## config.mk

```make
export PLATFORM = sky130hd
export DESIGN_NAME = delta_varint_id_codec
export DESIGN_NICKNAME = d
export VERILOG_FILES = /design/src/rtl/dvi_pkg.sv /design/src/rtl/delta_varint_id_codec.sv /design/src/rtl/dvi_ctrl.sv /design/src/rtl/dvi_datapath.sv
export SDC_FILE = /design/constraint.sdc
export NUM_CORES = 1
export LEC_CHECK = 0
export BUFFER_PORTS_ARGS = -buffer_cell sky130_fd_sc_hd__buf_2
export CAP_MARGIN = 20
export CELL_PAD_IN_SITES_DETAIL_PLACEMENT = 1
export CELL_PAD_IN_SITES_GLOBAL_PLACEMENT = 1
export CORE_MARGIN = 2
export CORE_UTILIZATION = 30
export DETAILED_ROUTE_END_ITERATION = 8
export PLACE_DENSITY_LB_ADDON = 0.1
export SETUP_SLACK_MARGIN = 0.2
export SLEW_MARGIN = 20
export SYNTH_ARGS = -nofsm -noshare
export SYNTH_HDL_FRONTEND = slang
export SYNTH_HIERARCHICAL = 1
export SYNTH_SLANG_ARGS = --single-unit
```

## constraint.sdc

```tcl
create_clock -name clk_i -period 5.8 [get_ports clk_i]
set_clock_uncertainty 0.05 [all_clocks]
set_input_delay 0.29 -clock clk_i [delete_from_list [all_inputs] [get_ports clk_i]]
set_output_delay 0.29 -clock clk_i [all_outputs]
set_load 0.01 [all_outputs]
```

## src/rtl/dvi_pkg.sv

```systemverilog
// dvi_pkg: shared types and constants of the delta varint id codec
`default_nettype none

package dvi_pkg;

  // input item kinds, carried on s_axis_tuser
  typedef enum logic [1:0] {
    OP_ENCODE  = 2'd0,
    OP_DECODE  = 2'd1,
    OP_RESTART = 2'd2
  } op_e;

  // controller states
  typedef enum logic [1:0] {
    ST_IDLE = 2'd0,
    ST_ENC  = 2'd1,
    ST_ID   = 2'd2
  } state_e;

  localparam int unsigned IdW       = 64;
  localparam int unsigned CodeW     = 8;
  localparam int unsigned GroupBits = 7;
  localparam int unsigned ShiftW    = 7;

  localparam logic [ShiftW-1:0] ShiftStep = 7'd7;
  localparam logic [ShiftW-1:0] ShiftSat  = 7'd70;

  // commands from the controller to the datapath
  typedef struct packed {
    logic enc_load;   // take an encode item: delta and accept flag
    logic enc_next;   // drop the group just sent
    logic dec_load;   // take a decode item
    logic restart;    // clear both running ids
    logic show_id;    // result channel shows the decoded id
  } cmd_t;

  // status from the datapath to the controller
  typedef struct packed {
    logic enc_acc;    // pending encode was accepted
    logic enc_more;   // more groups follow the current one
    logic dec_term;   // incoming code byte ends an id
  } sts_t;

endpackage

`default_nettype wire

```

## src/rtl/delta_varint_id_codec.sv

```systemverilog
// delta_varint_id_codec: top level of the delta varint id encoder and decoder
//
//  channel  | dir | tdata                          | tuser                      | tlast
//  s_axis   | in  | [63:0] id_in, [71:64] code_in  | [1:0] op                   | -
//  m_axis   | out | [7:0] code_out, [71:8] id_out  | accepted, byte_valid, id_v | last_of_run
//
// one item at a time: s_axis_tready is high only while no result is pending
// encode: the item is taken and its delta formed, then one result per
// code byte (1 to 10); a rejected id gives a single result
// decode: continuation bytes give no result; a terminating byte adds one result
// restart and unused kinds give no result; reset clears both running ids
// results hold on m_axis while m_axis_tready is low
`default_nettype none

module delta_varint_id_codec (
  input  wire logic        clk_i,
  input  wire logic        rst_ni,
  input  wire logic        s_axis_tvalid,
  output logic             s_axis_tready,
  input  wire logic [71:0] s_axis_tdata,   // id_in [63:0], code_in [71:64]
  input  wire logic [1:0]  s_axis_tuser,   // op [1:0]
  output logic             m_axis_tvalid,
  input  wire logic        m_axis_tready,
  output logic [71:0]      m_axis_tdata,   // code_out [7:0], id_out [71:8]
  output logic [2:0]       m_axis_tuser,   // accepted [0], byte_valid [1], id_valid [2]
  output logic             m_axis_tlast    // last_of_run
);

  dvi_pkg::cmd_t cmd;
  dvi_pkg::sts_t sts;
  logic          accepted;
  logic          byte_valid;
  logic [7:0]    code_out;
  logic          id_valid;
  logic [63:0]   id_out;

  // controller
  dvi_ctrl u_ctrl (
    .clk_i       (clk_i),
    .rst_ni      (rst_ni),
    .in_valid_i  (s_axis_tvalid),
    .in_ready_o  (s_axis_tready),
    .in_op_i     (s_axis_tuser),
    .out_valid_o (m_axis_tvalid),
    .out_ready_i (m_axis_tready),
    .sts_i       (sts),
    .cmd_o       (cmd)
  );

  // datapath
  dvi_datapath u_datapath (
    .clk_i         (clk_i),
    .rst_ni        (rst_ni),
    .cmd_i         (cmd),
    .sts_o         (sts),
    .id_in_i       (s_axis_tdata[63:0]),
    .code_in_i     (s_axis_tdata[71:64]),
    .accepted_o    (accepted),
    .byte_valid_o  (byte_valid),
    .code_out_o    (code_out),
    .last_of_run_o (m_axis_tlast),
    .id_valid_o    (id_valid),
    .id_out_o      (id_out)
  );

  // pack result fields
  assign m_axis_tdata = {id_out, code_out};
  assign m_axis_tuser = {id_valid, byte_valid, accepted};

  // no item is taken while a result is pending
  a_one_at_a_time: assert property (@(posedge clk_i) disable iff (!rst_ni)
    !(s_axis_tready && m_axis_tvalid))
    else $error("input taken while a result is pending");

  // a code byte is last exactly when its continuation bit is clear
  a_byte_last: assert property (@(posedge clk_i) disable iff (!rst_ni)
    m_axis_tvalid && m_axis_tuser[1] |-> (m_axis_tlast == !m_axis_tdata[7]))
    else $error("code byte continuation bit disagrees with tlast");

  // a decoded id stands alone and ends its run
  a_id_result: assert property (@(posedge clk_i) disable iff (!rst_ni)
    m_axis_tvalid && m_axis_tuser[2] |->
      m_axis_tlast && !m_axis_tuser[1] && !m_axis_tuser[0])
    else $error("decoded id result carries encode flags");

  // a continuation byte gives no result
  a_cont_no_result: assert property (@(posedge clk_i) disable iff (!rst_ni)
    s_axis_tvalid && s_axis_tready && (s_axis_tuser == dvi_pkg::OP_DECODE) &&
      s_axis_tdata[71] |=> s_axis_tready)
    else $error("continuation byte produced a result");

endmodule

`default_nettype wire

```

## src/rtl/dvi_ctrl.sv

```systemverilog
// dvi_ctrl: handshake controller of the delta varint id codec
`default_nettype none

module dvi_ctrl (
  input  wire logic          clk_i,
  input  wire logic          rst_ni,
  input  wire logic          in_valid_i,
  output logic               in_ready_o,
  input  wire logic [1:0]    in_op_i,
  output logic               out_valid_o,
  input  wire logic          out_ready_i,
  input  wire dvi_pkg::sts_t sts_i,
  output dvi_pkg::cmd_t      cmd_o
);

  dvi_pkg::state_e state_q, state_d;
  dvi_pkg::op_e    op;

  assign op = dvi_pkg::op_e'(in_op_i);

  // state register
  always_ff @(posedge clk_i or negedge rst_ni) begin
    if (!rst_ni) begin
      state_q <= dvi_pkg::ST_IDLE;
    end else begin
      state_q <= state_d;
    end
  end

  // next state and commands
  always_comb begin
    state_d     = state_q;
    cmd_o       = '0;
    in_ready_o  = 1'b0;
    out_valid_o = 1'b0;
    case (state_q)
      dvi_pkg::ST_IDLE: begin
        in_ready_o = 1'b1;
        if (in_valid_i) begin
          case (op)
            dvi_pkg::OP_ENCODE: begin
              cmd_o.enc_load = 1'b1;
              state_d        = dvi_pkg::ST_ENC;
            end
            dvi_pkg::OP_DECODE: begin
              cmd_o.dec_load = 1'b1;
              if (sts_i.dec_term) begin
                state_d = dvi_pkg::ST_ID;
              end
            end
            dvi_pkg::OP_RESTART: begin
              cmd_o.restart = 1'b1;
            end
            default: begin
            end
          endcase
        end
      end
      dvi_pkg::ST_ENC: begin
        out_valid_o = 1'b1;
        if (out_ready_i) begin
          if (sts_i.enc_acc && sts_i.enc_more) begin
            cmd_o.enc_next = 1'b1;
          end else begin
            state_d = dvi_pkg::ST_IDLE;
          end
        end
      end
      dvi_pkg::ST_ID: begin
        out_valid_o   = 1'b1;
        cmd_o.show_id = 1'b1;
        if (out_ready_i) begin
          state_d = dvi_pkg::ST_IDLE;
        end
      end
      default: begin
        state_d = dvi_pkg::ST_IDLE;
      end
    endcase
  end

endmodule

`default_nettype wire

```

## src/rtl/dvi_datapath.sv

```systemverilog
// dvi_datapath: running ids, delta register and group shifter of the codec
`default_nettype none

module dvi_datapath (
  input  wire logic                        clk_i,
  input  wire logic                        rst_ni,
  input  wire dvi_pkg::cmd_t               cmd_i,
  output dvi_pkg::sts_t                    sts_o,
  input  wire logic [dvi_pkg::IdW-1:0]     id_in_i,
  input  wire logic [dvi_pkg::CodeW-1:0]   code_in_i,
  output logic                             accepted_o,
  output logic                             byte_valid_o,
  output logic [dvi_pkg::CodeW-1:0]        code_out_o,
  output logic                             last_of_run_o,
  output logic                             id_valid_o,
  output logic [dvi_pkg::IdW-1:0]          id_out_o
);

  localparam int unsigned IdW = dvi_pkg::IdW;
  localparam int unsigned GB  = dvi_pkg::GroupBits;

  logic [IdW-1:0]            enc_last_q, enc_last_d;
  logic [IdW-1:0]            delta_q;
  logic                      acc_q;
  logic [IdW-1:0]            dec_last_q, dec_last_d;
  logic [IdW-1:0]            accum_q, accum_d;
  logic [dvi_pkg::ShiftW-1:0] shift_q, shift_d;
  logic [IdW-1:0]            id_q;
  logic [IdW:0]              diff;
  logic [IdW-1:0]            merged;
  logic [IdW-1:0]            rebuilt;
  logic                      more;

  // id - last - 1 in one adder; carry out says id is above last
  assign diff = {1'b0, id_in_i} + {1'b0, ~enc_last_q};

  // merge the incoming group, dropped once the position passes the word
  always_comb begin
    if (shift_q[dvi_pkg::ShiftW-1]) begin
      merged = accum_q;
    end else begin
      merged = accum_q | ({{(IdW-GB){1'b0}}, code_in_i[GB-1:0]} << shift_q[5:0]);
    end
  end

  assign rebuilt = dec_last_q + merged + {{(IdW-1){1'b0}}, 1'b1};
  assign more    = |delta_q[IdW-1:GB];

  assign sts_o.enc_acc  = acc_q;
  assign sts_o.enc_more = more;
  assign sts_o.dec_term = ~code_in_i[dvi_pkg::CodeW-1];

  // next values of the running state
  always_comb begin
    enc_last_d = enc_last_q;
    dec_last_d = dec_last_q;
    accum_d    = accum_q;
    shift_d    = shift_q;
    if (cmd_i.restart) begin
      enc_last_d = '0;
      dec_last_d = '0;
      accum_d    = '0;
      shift_d    = '0;
    end
    if (cmd_i.enc_load && diff[IdW]) begin
      enc_last_d = id_in_i;
    end
    if (cmd_i.dec_load) begin
      if (sts_o.dec_term) begin
        dec_last_d = rebuilt;
        accum_d    = '0;
        shift_d    = '0;
      end else begin
        accum_d = merged;
        shift_d = shift_q[dvi_pkg::ShiftW-1] ? dvi_pkg::ShiftSat
                                             : shift_q + dvi_pkg::ShiftStep;
      end
    end
  end

  // running state registers
  always_ff @(posedge clk_i or negedge rst_ni) begin
    if (!rst_ni) begin
      enc_last_q <= '0;
      dec_last_q <= '0;
      accum_q    <= '0;
      shift_q    <= '0;
    end else begin
      enc_last_q <= enc_last_d;
      dec_last_q <= dec_last_d;
      accum_q    <= accum_d;
      shift_q    <= shift_d;
    end
  end

  // result payload registers
  always_ff @(posedge clk_i) begin
    if (cmd_i.enc_load) begin
      delta_q <= diff[IdW-1:0];
      acc_q   <= diff[IdW];
    end else if (cmd_i.enc_next) begin
      delta_q <= delta_q >> GB;
    end
    if (cmd_i.dec_load && sts_o.dec_term) begin
      id_q <= rebuilt;
    end
  end

  // result fields
  always_comb begin
    if (cmd_i.show_id) begin
      accepted_o    = 1'b0;
      byte_valid_o  = 1'b0;
      code_out_o    = '0;
      last_of_run_o = 1'b1;
      id_valid_o    = 1'b1;
      id_out_o      = id_q;
    end else begin
      accepted_o    = acc_q;
      byte_valid_o  = acc_q;
      code_out_o    = acc_q ? {more, delta_q[GB-1:0]} : '0;
      last_of_run_o = ~(acc_q & more);
      id_valid_o    = 1'b0;
      id_out_o      = '0;
    end
  end

endmodule

`default_nettype wire

```

==> metrics.md <==
| Metric | Value |
|---|---|
| Status | `completed` |
| Fin. Hold Viols | `0` |
| Synth Flop Type | `dfrtp_1` |
| Post-Syn Nets | `2593` |
| Non-filler cells, final | `3564` |
| Largest net degree at the start of global routing | `113` |
| DRT iter0 DRCs | `1002` |
| Initial antenna violation count | `1` |
| CTS clk-pin slew, worst paths | `0.06 ns` |
| Sequential share of the synthesized area | `39.72%` |
| H-tree level count | `2` |
| Startpoint Class | `register` |
| GRT overflow | `0` |
| Clock root buffer | `clkbuf_16` |
| Via-per-instance ratio | `5.142` |
| # DRC | `0` |
| Sw Ratio | `39.93%` |
| DR pass1 iterations | `5` |
| Clk pwr share | `25.5%` |
| Worst EP required | `6.21 ns` |
| Die width | `277.3 µm` |
| Synth Warn # | `6` |
| Psw | `4219 µW` |
| PortBufs | `155` |
| Layout area overhead | `17.33%` |
| Internal power | `6347 µW` |
| Core ar. | `74200 µm²` |
| Largest area contributor in the netlist | `dfrtp_1` |
| Core Rows | `100` |
| Die area | `76910 µm²` |
| I/O pins | `156` |
| Post-CTS Setup Repair Bufs | `0` |
| Routability Congestion | `0.8383` |
| Fin. max-slew vios | `0` |
| Global-route usage over all layers | `19.54%` |
| Area share of the leading cell type in the synthesized netlist | `22.44%` |
| Num CTS Buffers | `44` |
| EDFF count, synth | `129` |
| Clk buf depth | `3` |
| Final WL | `75890 µm` |
| Total number of vias | `18330` |
| Most common cell in the netlist | `nand2_1` |
| Post-Place Cells | `3416` |
| Pwr dens | `401.8 nW/µm²` |
| Hold Path Class | `input port to register` |
| Worst slew margin | `36.22%` |
| Setup violators final | `0` |
| Post-route setup TNS | `0 ns` |
| Worst EP arrival | `5.60 ns` |
| Max Fanout on Critical Path | `12` |
| DPL Wire Length | `56330 µm` |
| Netlist cell types | `81` |
| CTS tree | `built` |
| Worst skew pair latency | `0.58 ns` |
| Post-synthesis cell count | `2377` |
| Antenna-violating nets left | `0` |
| Setup crit end kind | `register` |
| Lkg Pwr | `0.01206 µW` |
| Max-cap check violation count | `0` |
| First-pass GRT wire length | `117500 µm` |
| Nets | `2776` |
| Post-DR wirelength/cell | `21.29 µm` |
| Gate power share | `45.5%` |
| Period Utilization, post-route | `89.59%` |
| Ranking of synthesized cells by area | `dfrtp_1 (22%), edfxtp_1 (17%), ha_1 (7.6%)` |
| Share of cells above drive strength 1 | `15.97%` |
| Synth top cells by count | `nand2_1 (281), dfrtp_1 (201), a21oi_1 (159)` |
| Seq pwr share | `29.0%` |
| Die Ht | `277.3 µm` |
| Syn Area/Cell | `9.430 µm²` |
| Min Tclk post-route | `5.196 ns` |
| Clock tree sinks | `330` |
| Ys async rst share | `60.91%` |
| Starting Density | `30.21%` |
| Peak supply drop | `0.0002153 V` |
| Cell Area, Synth | `22410 µm²` |
| F_max | `192.4 MHz` |
| Synth Register Bits | `330` |
| RSZ-0062 raised after global routing | `no` |
| Least-Margin Pin Slew | `0.9566 ns` |
| Critical path class | `register to register` |
| Number of global-route vias before repair | `19250` |
routing by layer:
metal / vias up / GRT usage (%) / wire length [µm] / part of all wire [%]
met1: 9103 / 25.17 / 34300 / 45
met3: 93 / 2.779 / 2383 / 3.1
met2: 258 / 33.65 / 37200 / 49
li1: 8872 / - / - / -
met5: - / 0 / 0 / 0
met4: 0 / 6.215 / 2011 / 2.6
stage by stage:
stage / util (%) / hold slack [ns] / worst slack, ns / instance area, µm² / total power, µW
5_1_grt: 35.44 / 0.09420 / 0.2352 / 26300 / 11310
3_5_place_dp: 32.64 / 0.3664 / 0.3964 / 24220 / 7928
6_report: 35.44 / 0.09126 / 0.6038 / 26300 / 10570
4_1_cts: 35.41 / 0.04300 / 0.3302 / 26280 / 10760
3_3_place_gp: 32.64 / 0.3569 / 0.4887 / 24220 / 7860
2_1_floorplan: - / -0.05559 / 1.327 / 22410 / 6322
timing repair:
action                                  4_1_cts  5_1_grt
hold buffers                                 67        0
endpoints found under the setup margin        0       14
hold endpoints to repair                    154        0
gates resized for setup                       0        4
worst max-delay path, stage by stage, from the launching register on:
cell	delay [ns]
dfrtp_1	0.57
clkinv_1	0.33
nor2_1	0.17
a21oi_1	0.06
a21oi_1	0.34
o22ai_1	0.32
a21o_1	0.28
ha_1	0.43
nand2_1	0.14
o21ai_0	0.31
a221o_1	0.21
a31oi_1	0.11
o41ai_2	0.68
a41oi_1	0.20
buf_4	0.19
o31ai_1	0.34
xor2_1	0.15
a21o_1	0.18
cell type report:
cell class	instances	area (µm²)
clock inverters	17	130.1
inverters	120	455.4
multi-input cells	1804	12560
fillers	8515	47900
diodes	2	5.005
flip-flops and latches	330	8905
clock buffers	62	1260
well taps	969	1212
repair buffers	260	1767
power groups by stage:
stage                     clock network (µW)  registers, µW  logic, µW
final                                   2690           3070       4810
after global routing                    2870           3110       5330
after CTS                               2800           3070       4880
after detailed placement                   0           3110       4810
after global placement                     0           3100       4760
after floorplan                            0           3020       3300
flip-flops by register name (all words and copies together) (netlist names):
register               flops
u_datapath/id_q           64
u_datapath/acc_q           1
u_ctrl/state_q             2
u_datapath/accum_q        64
u_datapath/dec_last_q     64
u_datapath/shift_q         7
u_datapath/enc_last_q     64
u_datapath/delta_q        64
worst paths after layout:
kind,start,to,slack [ns],cells after the start
max in group asynchronous,rst_ni,u_datapath/enc_last_q[44]$_DFFE_PN0P_,4.17,3
min reg2reg,u_datapath/accum_q[33]$_DFFE_PN0P_,u_datapath/accum_q[33]$_DFFE_PN0P_,0.44,1
min in group asynchronous,rst_ni,u_datapath/dec_last_q[21]$_DFF_PN0_,0.31,2
max reg2reg,u_datapath/shift_q[0]$_DFFE_PN0P_,u_datapath/dec_last_q[55]$_DFF_PN0_,0.60,17
min,s_axis_tdata[71],u_datapath/accum_q[33]$_DFFE_PN0P_,0.09,2
max,u_datapath/shift_q[0]$_DFFE_PN0P_,u_datapath/dec_last_q[55]$_DFF_PN0_,0.60,17
cells in the final DEF, fill, tap and decap left out, types with 13 or more instances in the layout:
cell / count
nand2_1: 280
xnor2_1: 75
a21boi_0: 62
nand3b_1: 31
nor2_1: 151
nand4_1: 43
nand2b_1: 29
dlygate4sd3_1: 67
a21o_1: 136
clkbuf_16: 45
a21oi_1: 159
a31o_2: 13
mux2_2: 56
nor2b_1: 15
edfxtp_1: 129
o21ai_0: 107
nor3b_1: 18
and3_1: 14
nand3_1: 26
buf_4: 36
xor2_1: 44
mux2_4: 60
buf_2: 154
nor3_1: 21
dfrtp_1: 200
nor4_1: 25
a31oi_1: 19
ha_1: 135
o21a_1: 19
inv_1: 117
and2_1: 78
o22ai_1: 13
o21bai_1: 37
logic make-up after synthesis:
group	share of synthesized area [%]
buf+inv	4.393
flops	39.72
xor+xnor	4.650
compound gates	19.59
fa+ha+maj	7.770
mux	7.279
simple gates	16.60
Power figures use the tool's default switching activity.
